## src/hdl/bra_pkg.sv

```systemverilog
// Shared types and constants for the bitmap run allocator.
package bra_pkg;
   localparam int unsigned NumEntries = 65536;
   localparam int unsigned WordCount  = NumEntries / 32;
   localparam int unsigned WaddrW     = $clog2(WordCount);
   localparam int unsigned IdxW       = $clog2(NumEntries);
   localparam int unsigned CntW       = IdxW + 1;

   typedef enum logic [2:0] {
      OP_GET      = 3'd0,
      OP_PUT      = 3'd1,
      OP_TAKE     = 3'd2,
      OP_READ     = 3'd3,
      OP_FREE_ALL = 3'd4
   } op_type;

   typedef enum logic [2:0] {
      ST_OK            = 3'd0,
      ST_NO_SPACE      = 3'd1,
      ST_ALREADY_FREE  = 3'd2,
      ST_ALREADY_TAKEN = 3'd3,
      ST_RANGE         = 3'd4
   } status_type;

   typedef struct packed {
      logic       load;
      logic       get_init;
      logic       scan_rd;
      logic       scan_step;
      logic       claim_rd;
      logic       claim_wr;
      logic       op_rd;
      logic       op_exec;
      logic       fill_init;
      logic       fill_wr;
      logic       clear_wr;
      logic       emit;
      logic       set_st;
      status_type st;
   } cmd_type;

   typedef struct packed {
      logic [2:0] op;
      logic       idx_range;
      logic       pre_fail;
      logic       scan_fail;
      logic       scan_hit;
      logic       word_end;
      logic       claim_last;
      logic       fill_last;
      logic       clear_last;
   } sts_type;
endpackage

```

## src/hdl/bra_ctrl.sv

```systemverilog
// Controller: sequences clear, scan, claim, update and fill operations.
module bra_ctrl (
   input  logic             clock,
   input  logic             reset,
   input  logic             req_valid,
   output logic             req_stall,
   output logic             rsp_valid,
   input  logic             rsp_stall,
   output bra_pkg::cmd_type cmd,
   input  bra_pkg::sts_type sts
);
   import bra_pkg::*;

   typedef enum logic [10:0] {
      S_CLEAR = 11'b00000000001,
      S_IDLE  = 11'b00000000010,
      S_DISP  = 11'b00000000100,
      S_GRD   = 11'b00000001000,
      S_GBIT  = 11'b00000010000,
      S_CRD   = 11'b00000100000,
      S_CWR   = 11'b00001000000,
      S_OEX   = 11'b00010000000,
      S_FILL  = 11'b00100000000,
      S_DONE  = 11'b01000000000,
      S_SPARE = 11'b10000000000
   } state_type;

   state_type state_ff, state_in;
   logic      rsp_valid_ff, rsp_valid_in;

   assign req_stall = (state_ff != S_IDLE);
   assign rsp_valid = rsp_valid_ff;

   always_comb begin
      state_in = state_ff;
      cmd      = '0;
      cmd.st   = ST_OK;
      unique case (state_ff)
         S_CLEAR: begin
            cmd.clear_wr = 1'b1;
            if (sts.clear_last) state_in = S_IDLE;
         end
         S_IDLE: begin
            if (req_valid) begin
               cmd.load = 1'b1;
               state_in = S_DISP;
            end
         end
         S_DISP: begin
            unique case (sts.op)
               OP_GET: begin
                  if (sts.pre_fail) begin
                     cmd.set_st = 1'b1;
                     cmd.st     = ST_NO_SPACE;
                     state_in   = S_DONE;
                  end else begin
                     cmd.get_init = 1'b1;
                     state_in     = S_GRD;
                  end
               end
               OP_PUT, OP_TAKE, OP_READ: begin
                  if (sts.idx_range) begin
                     cmd.set_st = 1'b1;
                     cmd.st     = ST_RANGE;
                     state_in   = S_DONE;
                  end else begin
                     cmd.op_rd = 1'b1;
                     state_in  = S_OEX;
                  end
               end
               OP_FREE_ALL: begin
                  cmd.fill_init = 1'b1;
                  state_in      = S_FILL;
               end
               default: state_in = S_DONE;
            endcase
         end
         S_GRD: begin
            cmd.scan_rd = 1'b1;
            state_in    = S_GBIT;
         end
         S_GBIT: begin
            cmd.scan_step = 1'b1;
            if (sts.scan_fail) begin
               cmd.set_st = 1'b1;
               cmd.st     = ST_NO_SPACE;
               state_in   = S_DONE;
            end else if (sts.scan_hit) begin
               state_in = S_CRD;
            end else if (sts.word_end) begin
               state_in = S_GRD;
            end
         end
         S_CRD: begin
            cmd.claim_rd = 1'b1;
            state_in     = S_CWR;
         end
         S_CWR: begin
            cmd.claim_wr = 1'b1;
            state_in     = sts.claim_last ? S_DONE : S_CRD;
         end
         S_OEX: begin
            cmd.op_exec = 1'b1;
            state_in    = S_DONE;
         end
         S_FILL: begin
            cmd.fill_wr = 1'b1;
            if (sts.fill_last) state_in = S_DONE;
         end
         S_DONE: begin
            if (!rsp_valid_ff || !rsp_stall) begin
               cmd.emit = 1'b1;
               state_in = S_IDLE;
            end
         end
         default: state_in = S_IDLE;
      endcase
   end

   assign rsp_valid_in = cmd.emit || (rsp_valid_ff && rsp_stall);

   always_ff @(posedge clock) begin
      if (reset) begin
         state_ff     <= S_CLEAR;
         rsp_valid_ff <= 1'b0;
      end else begin
         state_ff     <= state_in;
         rsp_valid_ff <= rsp_valid_in;
      end
   end

   a_accept_dispatch: assert property (@(posedge clock) disable iff (reset)
      (req_valid && !req_stall) |=> (state_ff == S_DISP))
      else $error("accepted request not dispatched");
   a_hit_claims: assert property (@(posedge clock) disable iff (reset)
      (state_ff == S_GBIT && sts.scan_hit && !sts.scan_fail) |=> (state_ff == S_CRD))
      else $error("scan hit did not start claim");
   a_emit_frees_out: assert property (@(posedge clock) disable iff (reset)
      cmd.emit |=> (rsp_valid_ff && state_ff == S_IDLE))
      else $error("emit did not present response");
endmodule

```

## config.mk

```make
export PLATFORM = sky130hd
export DESIGN_NAME = bra_ctrl
export DESIGN_NICKNAME = d
export VERILOG_FILES = /design/src/hdl/bra_pkg.sv /design/src/hdl/bra_ctrl.sv
export SDC_FILE = /design/constraint.sdc
export NUM_CORES = 1
export LEC_CHECK = 0
export ABC_AREA = 1
export BUFFER_PORTS_ARGS = -buffer_cell sky130_fd_sc_hd__clkbuf_2
export CAP_MARGIN = 40
export CORE_MARGIN = 8
export CORE_UTILIZATION = 50
export CTS_BUF_LIST = sky130_fd_sc_hd__clkbuf_8
export DETAILED_ROUTE_END_ITERATION = 16
export HOLD_SLACK_MARGIN = 0.02
export PLACE_DENSITY = 0.86
export SLEW_MARGIN = 20
export SYNTH_ARGS = -nofsm -noshare
export SYNTH_HDL_FRONTEND = slang
export SYNTH_SLANG_ARGS = --single-unit
export TNS_END_PERCENT = 50
```

## constraint.sdc

```tcl
create_clock -name clock -period 1.9 [get_ports clock]
set_input_delay 0.095 -clock clock [delete_from_list [all_inputs] [get_ports clock]]
set_output_delay 0.095 -clock clock [all_outputs]
set_load 0.02 [all_outputs]
```

Yosys cells after proc, flatten, opt, wreduce, memory -nomap -nowiden
Index checks and enable logic that the tools add are counted.
{"block": "word_totals", "latchBits": 0, "ram_bits": 0, "rom_bits": 0, "input_bits": 15, "reg_bits": 12, "n_memories": 0}
{"block": "op_classes", "n_mux": 36, "eq_ne": 20, "shifts": 0, "order_cmp": 0, "n_reduce_logical": 8, "n_div": 0, "n_mul": 0, "addsub": 0, "n_bitwise": 0}
{"operator": "case mux 11 bit (10 select lines)", "count": 1}
{"operator": "2-to-1 mux 11 bit", "count": 7}
{"operator": "case mux 11 bit (3 select lines)", "count": 1}
{"operator": "2-to-1 mux 10 bit", "count": 3}
{"operator": "2-to-1 mux 1 bit", "count": 19}
{"operator": "case mux 4 bit (2 select lines)", "count": 2}
{"operator": "2-to-1 mux 4 bit", "count": 3}
{"operator": "equality test 11 x 1 -> 1 bit (second input constant)", "count": 1}
{"operator": "equality test 11 x 10 -> 1 bit (second input constant)", "count": 1}
{"operator": "equality test 11 x 2 -> 1 bit (second input constant)", "count": 1}
{"operator": "equality test 11 x 3 -> 1 bit (second input constant)", "count": 1}
{"operator": "equality test 11 x 4 -> 1 bit (second input constant)", "count": 1}
{"operator": "equality test 11 x 5 -> 1 bit (second input constant)", "count": 1}
{"operator": "equality test 11 x 6 -> 1 bit (second input constant)", "count": 1}
{"operator": "equality test 11 x 7 -> 1 bit (second input constant)", "count": 1}
{"operator": "equality test 11 x 8 -> 1 bit (second input constant)", "count": 1}
{"operator": "equality test 11 x 9 -> 1 bit (second input constant)", "count": 1}
{"operator": "!= test 11 x 2 -> 1 bit (second input constant)", "count": 1}
{"operator": "!= test 2 bit (second input constant)", "count": 4}
{"operator": "equality test 3 x 2 -> 1 bit (second input constant)", "count": 2}
{"operator": "AND reduction 5 bit", "count": 1}
{"operator": "!= test 4 bit (second input constant)", "count": 1}
{"operator": "equality test 3 x 1 -> 1 bit (second input constant)", "count": 1}
{"operator": "equality test 3 bit (second input constant)", "count": 1}
{"operator": "5 further kinds", "count": 7}

Longest topological paths before layout
Gate-level depths: netlist of the first run.
{"block": "depth", "word_depth": 5, "mapped_depth": 11, "mapped_depth_nobuf": 11}

Worst setup path before layout of the first run
Ideal clock, no wire load.
{"block": "synth_path", "kind": "register to output", "start": "register state_ff[6]", "end": "output cmd[5] in the netlist's numbering", "n_path_buf": 0, "path_stages_with_launch": 4, "arrival_time_ns": 1.277, "t_required_ns": 1.805, "setup_slack_ns": 0.528, "path_cell_list": "dfxtp_1 -> nor2_2 -> nand2_4 -> nor4_1"}
{"element": "start: declaration", "line": "bra_ctrl.sv:28", "source": "state_type state_ff, state_in;"}
{"element": "start signal: assignment", "line": "bra_ctrl.sv:127", "source": "state_ff <= state_in;"}
{"element": "end: declaration", "line": "bra_ctrl.sv:9", "source": "output bra_pkg::cmd_type cmd,"}

==> run metrics, run 1 <==
remaining global-route overflow 0; status complete, no violations; Worst-path clk slew 60 ps; Post-Syn Instances 147; met2 Use GR 29.9%; H-tree Lvls 1; Nets 197; vias per cell 5.26; min-delay worst type input port to flop; die width 59.2 um; Unique masters post-synth 24; cts bufs inserted 3; gpl congestion 0.866; post-synth top area share 23.6%; DRC 0; WP data arrival 1570 ps; Post-Syn Area 935 sq um; f_max 600 MHz; Post-synth EDFFs 0; sequential-to-total area share from yosys stat 23.6%; Leakage Power 0.672 nW; # hold bufs at CTS 0; clock tree buffer depth 2; endpoints failing setup 0; cell total after placement 202; placed wire-length estimate 2200 um; Final Util 66.4%; TNS Setup 0 ps; Finished Layout Cells 206; syn avg cell area 6.36 sq um; met3 usage 3.90%; first-pass GRT wire length 4640 um; total track usage 16.8%; Initial Util 53.5%; CTS tree built; CTS root buf clkbuf_8; Final period util 87.7%; most used routing layer met2; die height 59.2 um; r2r setup slk 330 ps; Clock Sinks 11; Worst Path Required 1800 ps; via count 1084; Ys Warns 0; Post-synth top cells inv_1, nand2_1, nor2_1; Synth area leader dfxtp_1; # IOs 33; CP Max Fanout 8; Clock Latency Late Sink 240 ps; Synthesized Nets 162; Std-Cell Rows 15; Power Density 574 nW/um^2; area grow syn2layout 24.0%; ranking of synthesized cells by area dfxtp_1, inv_1, nand2_1, nor2_4, nand3_1; Hold Violations, Final 0; Post-CTS Resized 0; Antenna Nets Post-Route 0; drt first pass iters 4; Worst setup EP type primary output; IO buf count 31; maximum capacitance violations 0; vias in the first global route 1076; initial DRC count 51; layout cells sized above 1 35.4%; Async SR Flop Fraction 0%; largest net degree at the start of global routing 9; Core Area 1750 sq um; fill count 161; CP Launch Type flop; Worst Clk Skew 7.22 ps; Tmin final 1670 ps; GR met1 Demand/Resource 18.1%; Ant. Diodes 0; Max rail drop VDD 0.322 mV; wirelength, routed 2750 um; top-count cell post-synth inv_1; RSZ-0062 raised after global routing no; critical path class flop to primary output; Main synth FF type dfxtp_1; initial antenna violation count 0; drt wl/cell 13.4 um; synthesized flop and latch total 11; Setup Buffers After CTS 0; max-slew violation count 0; Die ar. 3510 sq um
## where the power goes
part,switching (mW),internal [mW]
sequential,0.0105,0.240
combinational,0.119,0.0602
clock,0.0933,0.142
total,0.223,0.442
## per-layer routing
layer	wire [um]	vias up
met2	1440	50
met3	195	6
met1	1080	501
li1	-	527
met5	0	-
met4	43	0
## critical path: stages (launching register included)
cell and delay [ps]:
dfxtp_1 340, nor2_4 250, inv_2 90, nor2_4 150, nand3_1 100, nand2_1 90
inv_1 60, o21ai_0 70, clkbuf_2 190
## path summary, 6_finish.rpt
path | from | to | depth (start not counted)
setup / recovery | state_ff[8] | cmd[3] | 8
hold / removal | sts[7] | state_ff[7] | 2
setup reg to reg | state_ff[8] | state_ff[1] | 9
hold reg to reg | rsp_valid | rsp_valid | 2
## stage by stage
stage	setup slack, ps	cell area, sq um	hold WS (ps)	power [mW]
final	235	1160	78.7	0.665
after global routing	135	1160	91.6	0.695
after CTS	247	1160	71.5	0.664
after detailed placement	409	1110	325	0.430
after global placement	442	1110	323	0.424
after floorplan	528	935	164	0.381
## sequential cells by signal (all words and copies together), names as in the netlist
register,cells
rsp_valid,1
state_ff,10
## cells by family (layout without fill, tap and decap cells)
kind of cell / Yosys count / in the layout / share of synthesized area, %
other: 1 / 1 / 0.401
buffers and inverters: 34 / 68 / 14.1
flip-flops: 11 / 11 / 23.6
AO/OA/AOI/OAI: 7 / 7 / 4.42
AND/OR/NAND/NOR: 94 / 94 / 57.6
## cell type report
cell class	count	area, sq um	share of cell area [%]
clock buffers	3	41.3	3.56
clock inverters	1	3.75	0.324
inverters	33	124	10.7
multi-input cells	102	583	50.3
flip-flops and latches	11	220	19.0
well taps	25	31.3	2.70
repair buffers	31	155	13.4
## cells in the final DEF (no fill, tap or decap)
| cell | instances |
|---|---|
| a21oi_1 | 4 |
| and2_1 | 1 |
| and2_4 | 1 |
| clkbuf_2 | 31 |
| clkbuf_8 | 3 |
| conb_1 | 1 |
| dfxtp_1 | 11 |
| inv_1 | 30 |
| inv_2 | 4 |
| nand2_1 | 22 |
| nand2_2 | 4 |
| nand2_4 | 3 |
| nand3_1 | 14 |
| nand3_2 | 3 |
| nand4_1 | 6 |
| nor2_1 | 18 |
| nor2_2 | 6 |
| nor2_4 | 7 |
| nor3_1 | 5 |
| nor3_2 | 1 |
| nor3b_2 | 1 |
| nor4_1 | 2 |
| o2111ai_1 | 1 |
| o21ai_0 | 1 |
| o31ai_1 | 1 |
(Power assumes the default switching activity.)
==> inputs of run 2 (changes only) <==
--- a/config.mk
+++ b/config.mk
@@ -8,11 +8,10 @@
 export ABC_AREA = 1
 export BUFFER_PORTS_ARGS = -buffer_cell sky130_fd_sc_hd__clkbuf_2
 export CAP_MARGIN = 40
-export CORE_MARGIN = 8
 export CORE_UTILIZATION = 50
 export CTS_BUF_LIST = sky130_fd_sc_hd__clkbuf_8
 export DETAILED_ROUTE_END_ITERATION = 16
-export HOLD_SLACK_MARGIN = 0.02
+export HOLD_SLACK_MARGIN = 0.06
 export PLACE_DENSITY = 0.86
 export SLEW_MARGIN = 20
 export SYNTH_ARGS = -nofsm -noshare
==> constraint.sdc (replaced) <==
create_clock -name clock -period 1.9 [get_ports clock]
set_input_delay 0.285 -clock clock [delete_from_list [all_inputs] [get_ports clock]]
set_output_delay 0.285 -clock clock [all_outputs]
set_load 0.02 [all_outputs]
==> run 2 against run 1 <==
  * Non-clock buffer count grew 4
  * Fmax shrank 9.5%
  * Worst hold slack gained 180 ps
  * Setup slack lost 170 ps
  * Core utilization grew 2.6 points
  * Sequential share of layout area shrank 0.71 points
  * Global-route usage grew 11 points
  * First-iteration DRC count shrank 12%
  * Critical path depth shrank 3
  * Wire length shrank 4.6%
  * Die area shrank 42%
  * Critical path type unchanged
  * Largest cell class unchanged
==> run metrics, run 2 (synthesis gave the netlist of run 1 again) <==
min-delay worst type input port to flop (unchanged); Die ar. 2050 sq um (was 3510 sq um); Leakage Power 0.693 nW (was 0.672 nW); Worst Path Required 1620 ps (was 1800 ps); most frequent cells in the layout inv_1, clkbuf_2, nand2_1, nor2_1, nand3_1 (was clkbuf_2, inv_1, nand2_1, nor2_1, nand3_1); crit path to cmd[14] (was cmd[3]); wirelength, routed 2630 um (was 2750 um); Worst setup EP type primary output (unchanged); DRC 0 (unchanged); drt wl/cell 12.5 um (was 13.4 um); largest net degree at the start of global routing 9 (unchanged); gpl congestion 0.867 (was 0.866); Clock Latency Late Sink 240 ps (about the same); Nets 201 (was 197); hold depth 2 (unchanged); max-slew violation count 0 (unchanged); status complete, no violations (unchanged); Max rail drop VDD 0.650 mV (was 0.322 mV); Worst Setup SP state_ff[9] (was state_ff[8]); Worst Clk Skew 2.70 ps (was 7.22 ps); area grow syn2layout 28.8% (was 24.0%); initial DRC count 45 (was 51); Tot Pwr 0.669 mW (was 0.665 mW); endpoints failing setup 0 (unchanged); R2R cell count 11 (was 9); critical path class flop to primary output (unchanged); Power Density 556 nW/um^2 (was 574 nW/um^2); Antenna Nets Post-Route 0 (unchanged); f_max 544 MHz (was 600 MHz); cts bufs inserted 3 (unchanged); remaining global-route overflow 0 (unchanged); Core Area 1750 sq um (unchanged); Std-Cell Rows 15 (unchanged); r2r setup slk 310 ps (was 330 ps); met3 usage 4.00% (was 3.90%); clock tree buffer depth 2 (unchanged); R2R Path End state_ff[1] (unchanged); # IOs 33 (unchanged); Initial Util 53.5% (unchanged); Hold Violations, Final 0 (unchanged); pre-CTS WS 334 ps (was 409 ps); CTS root buf clkbuf_8 (unchanged); first-pass GRT wire length 4000 um (was 4640 um); Worst-path clk slew 50 ps (was 60 ps); Tmin final 1840 ps (was 1670 ps); IO buf count 31 (unchanged); via count 1087 (was 1084); initial antenna violation count 0 (unchanged); TNS Setup 0 ps (unchanged); GR met1 Demand/Resource 32.9% (was 18.1%); vias in the first global route 921 (was 1076); Clock Sinks 11 (unchanged); CTS tree built (unchanged); CP Launch Type flop (unchanged); Final period util 96.8% (was 87.7%); Ant. Diodes 0 (unchanged); # hold bufs at CTS 0 (unchanged); Largest Register state_ff (unchanged); maximum capacitance violations 0 (unchanged); total track usage 27.3% (was 16.8%); met2 Use GR 47.5% (was 29.9%); most used routing layer met2 (unchanged); Critical R2R Launch state_ff[9] (was state_ff[8]); die height 45.2 um (was 59.2 um); max reg flops 10 (unchanged); CP Max Fanout 7 (was 8); drt first pass iters 4 (unchanged); post-route setup slack 60.1 ps (was 235 ps); layout cells sized above 1 36.8% (was 35.4%); die width 45.2 um (was 59.2 um); H-tree Lvls 1 (unchanged); vias per cell 5.18 (was 5.26); placed wire-length estimate 1990 um (was 2200 um); WP data arrival 1550 ps (was 1570 ps)
[run 2: changes by cell type in the layout (fill, tap and decap cells not counted)]
cell,delta
clkbuf_2,-1
nor2_4,+3
buf_2,+1
buf_4,+4
nor2_2,-3
[run 2: layout make-up]
type | instances | area, sq um
fillers | 155 | 542
clock buffers | 3 | 41.3
inverters | 33 | 124
clock inverters | 1 | 3.75
well taps | 25 | 31.3
flip-flops and latches | 11 | 220
repair buffers | 35 | 185
multi-input cells | 102 | 598
[run 2: what timing repair did]
action,CTS,global route
gates resized for setup,0,4
setup buffers,0,4
endpoints found under the setup margin,0,2
[run 2: power by group]
group | leakage, nW | total, mW | internal (mW) | switching (mW)
Sequential | 0.0895 | 0.252 | 0.240 | 0.0125
Combinational | 0.576 | 0.186 | 0.0647 | 0.122
Clock | 0.0269 | 0.230 | 0.142 | 0.0881
[run 2: how the worst min path moves through the flow]
stage | start | endpoint
finish | sts[7] | state_ff[7]
global route | sts[7] | state_ff[7]
CTS | sts[7] | state_ff[7]
detailed placement | rsp_valid | rsp_valid
global placement | rsp_valid | rsp_valid
floorplan | reset | rsp_valid
[run 2: layer usage]
layer,vias to the layer above,part of all wire [%]
li1,539,-
met1,481,38
met2,59,52
met3,8,6.9
met4,0,2.4
met5,-,0
[run 2: critical path, cell delays in order (launching register included)]
cell and delay, ps:
dfxtp_1 340, nor2_4 250, and2_4 220, nand2_2 100, nor3_1 200, clkbuf_2 210
[run 2: through the flow]
step | hold WS (ps) | instances | util [%] | instance area [sq um]
finish | 261 | 210 | 69.0 | 1200
detailed placement | 479 | 202 | 63.8 | 1110
global route | 263 | 210 | 69.0 | 1200
global placement | 466 | 202 | 63.8 | 1110
floorplan | 354 | 147 | - | 935
CTS | 260 | 206 | 66.4 | 1160
==> inputs of run 3 (changes only) <==
--- a/config.mk
+++ b/config.mk
@@ -5,14 +5,13 @@
 export SDC_FILE = /design/constraint.sdc
 export NUM_CORES = 1
 export LEC_CHECK = 0
-export ABC_AREA = 1
 export BUFFER_PORTS_ARGS = -buffer_cell sky130_fd_sc_hd__clkbuf_2
 export CAP_MARGIN = 40
 export CORE_UTILIZATION = 50
 export CTS_BUF_LIST = sky130_fd_sc_hd__clkbuf_8
 export DETAILED_ROUTE_END_ITERATION = 16
 export HOLD_SLACK_MARGIN = 0.06
-export PLACE_DENSITY = 0.86
+export PLACE_DENSITY = 0.87
 export SLEW_MARGIN = 20
 export SYNTH_ARGS = -nofsm -noshare
 export SYNTH_HDL_FRONTEND = slang
==> run 3 against run 2 <==
  * Largest power group is now clock
  * Critical path type unchanged
  * Core utilization rose by 22 points
  * Worst hold slack worse by 15 ps
  * Fmax shrank 15%
  * Combinational power decreased by 20%
  * Setup slack worse by 330 ps
  * The flow now finishes with violations (DRC, setup timing)
==> run metrics, run 3 <==
via count 1295 (was 1087); Tmin final 2170 ps (was 1840 ps); CP Launch Type flop (unchanged); Slew headroom 63.6%; max reg flops 10 (unchanged); first-pass GRT wire length 4680 um (was 4000 um); Clock Sinks 11 (unchanged); CTS root buf clkbuf_8 (unchanged); Synth area leader dfxtp_1 (unchanged); synthesized flop and latch total 11 (unchanged); initial antenna violation count 0 (unchanged); syn avg cell area 7.46 sq um (was 6.36 sq um); Finished Layout Cells 182 (was 210); post-synth top area share 25.7% (was 23.6%); placed wire-length estimate 1930 um (was 1990 um); R2R Path End state_ff[9] (was state_ff[1]); Initial Util 55.1% (was 53.5%); placed cell area 1070 sq um (was 1110 sq um); Core Area 1560 sq um (was 1750 sq um); Leakage Power 0.683 nW (was 0.693 nW); failing checks DRC, setup timing; Die ar. 1890 sq um (was 2050 sq um); Std-Cell Rows 14 (was 15); CP Max Fanout 5 (was 7); Final period util 114% (was 96.8%); most frequent cells in the layout clkbuf_2, buf_4, nor2_1, inv_1 (was inv_1, clkbuf_2, nand2_1, nor2_1, nand3_1); largest net degree at the start of global routing 11 (was 9); cell total after placement 165 (was 202); cts bufs inserted 3 (unchanged); DRC 2 (was 0); r2r setup slk 0 ps (was 310 ps); Critical R2R Launch state_ff[3] (was state_ff[9]); critical path class flop to primary output (unchanged); gpl congestion 0.909 (was 0.867); initial DRC count 129 (was 45); WP data arrival 1890 ps (was 1550 ps); Top delay family on crit path simple AND/OR/NAND/NOR gates (unchanged); remaining global-route overflow 0 (unchanged); IO buf count 31 (unchanged); Nets 182 (was 201); die width 43.4 um (was 45.2 um); Power Density 446 nW/um^2 (was 556 nW/um^2); Tot Pwr 0.634 mW (was 0.669 mW); Worst setup EP type primary output (unchanged); Crit. path cell count 4 (was 5); Non-Filler Cell Area, Final 1420 sq um (was 1200 sq um); vias per cell 7.12 (was 5.18); ranking of synthesized cells by area dfxtp_1, nor2_1, and3_1, inv_1, nor2b_1 (was dfxtp_1, inv_1, nand2_1, nor2_4, nand3_1); drt first pass iters 11 (was 4); Hold Path Sink state_ff[7] (unchanged); # IOs 33 (unchanged); min-delay worst type input port to flop (unchanged); Worst-path clk slew 50 ps (about the same); Unique masters post-synth 44 (was 24); layout cells sized above 1 52.4% (was 36.8%); Ant. Diodes 0 (unchanged); Worst Path Required 1620 ps (about the same); slowest CP cell or4_4 (was dfxtp_1); f_max 461 MHz (was 544 MHz); pre-CTS WS 5.75 ps (was 334 ps); Worst Tran Pin Value 532 ps; RSZ-0062 raised after global routing yes; CP max stage delay 490 ps (was 340 ps); hold depth 2 (unchanged); max-slew violation count 0 (unchanged); Post-Syn Area 858 sq um (was 935 sq um); Synthesized Nets 130 (was 162); area grow syn2layout 65.6% (was 28.8%); Async SR Flop Fraction 0% (unchanged); Worst Clk Skew 11.4 ps (was 2.70 ps); endpoints failing setup 10 (was 0); Bufs and invs on worst path 1 (unchanged); die height 43.4 um (was 45.2 um); Largest Register state_ff (unchanged); wirelength, routed 3960 um (was 2630 um); vias in the first global route 1024 (was 921); most common cell after layout, fill and taps aside clkbuf_2; # hold bufs at CTS 0 (unchanged); R2R cell count 6 (was 11); Post-Syn Instances 115 (was 147); CP Cell Sequence or4_4 -> nor4_4 -> nor4b_2 -> clkbuf_2 (was nor2_4 -> and2_4 -> nand2_2 -> nor3_1 -> clkbuf_2); Main synth FF type dfxtp_1 (unchanged); total track usage 33.4% (was 27.3%); top-count cell post-synth nor2_1 (was inv_1); H-tree Lvls 1 (unchanged); Hold Violations, Final 0 (unchanged); Ys Warns 0 (unchanged); CTS tree built (unchanged); hold path start sts[7] (unchanged); clock tree buffer depth 2 (unchanged); Post-synth EDFFs 0 (unchanged); Max rail drop VDD 0.520 mV (was 0.650 mV); maximum capacitance violations 0 (unchanged); post-route setup slack -271 ps (was 60.1 ps); Clock Latency Late Sink 250 ps (was 240 ps); Post-synth top cells nor2_1, dfxtp_1, inv_1 (was inv_1, nand2_1, nor2_1); status finished with violations (was complete, no violations); drt wl/cell 21.7 um (was 12.5 um); Antenna Nets Post-Route 0 (unchanged); sequential-to-total area share from yosys stat 25.7% (was 23.6%)
run 3: changes by cell type after synthesis, sizes merged, moves of 4 or more:
cell	previous run	this run
inv	33	10
nor2b	0	7
nand2	29	4
and3	0	7
nand2b	0	4
nand3	17	3
nor2	31	16
run 3: cell families after synthesis:
group                     after synthesis  synth area share, %
and+or+nand+nor                        65                 45.0
other                                   1                0.437
AOI/OAI and AO/OA                      23                 20.8
buffers and inverters                  14                 7.00
DFF                                    11                 25.7
xor gates and xnor gates                1                 1.02
run 3: worst max path at each step:
stage / startpoint / end
3_5_place_dp: state_ff[0] / cmd[8]
5_1_grt: state_ff[3] / cmd[4]
4_1_cts: state_ff[0] / cmd[8]
2_1_floorplan: state_ff[8] / cmd[3]
6_report: state_ff[3] / cmd[8]
3_3_place_gp: state_ff[5] / cmd[3]
run 3: metal layers:
| layer | global-route usage [%] | up-vias | share of wire (%) |
|---|---|---|---|
| li1 | - | 524 | - |
| met1 | 37.2 | 574 | 34 |
| met2 | 60.9 | 137 | 45 |
| met3 | 9.17 | 60 | 12 |
| met4 | 11.3 | 0 | 8.7 |
| met5 | 0 | - | 0 |
run 3: what timing repair did:
item                       in CTS  in global routing
pin swaps                       7                 12
buffers inserted                3                 10
resized for setup              26                 26
setup endpoints to repair      10                 16
run 3: report_power, final:
group | internal [mW] | switching, mW | leakage [nW]
clock network | 0.143 | 0.104 | 0.0269
registers | 0.234 | 0.00455 | 0.0935
logic | 0.0622 | 0.0868 | 0.563
total | 0.438 | 0.196 | 0.683
run 3: layout make-up:
type | count | area, sq um
Clock buffer | 3 | 41.3
Clock inverter | 1 | 3.75
Fill cell | 64 | 138
Inverter | 10 | 37.5
Multi-Input combinational cell | 90 | 713
Sequential cell | 11 | 234
Tap cell | 16 | 20.0
Timing Repair Buffer | 51 | 372
run 3: through the flow:
stage               utilization, %  hold slack, ps  setup TNS (ps)
floorplan                        -             354            -282
global placement              68.6             494               0
detailed placement            68.6             502               0
CTS                           80.4             242            -505
global route                  91.2             253           -1530
finish                        91.2             246           -1170
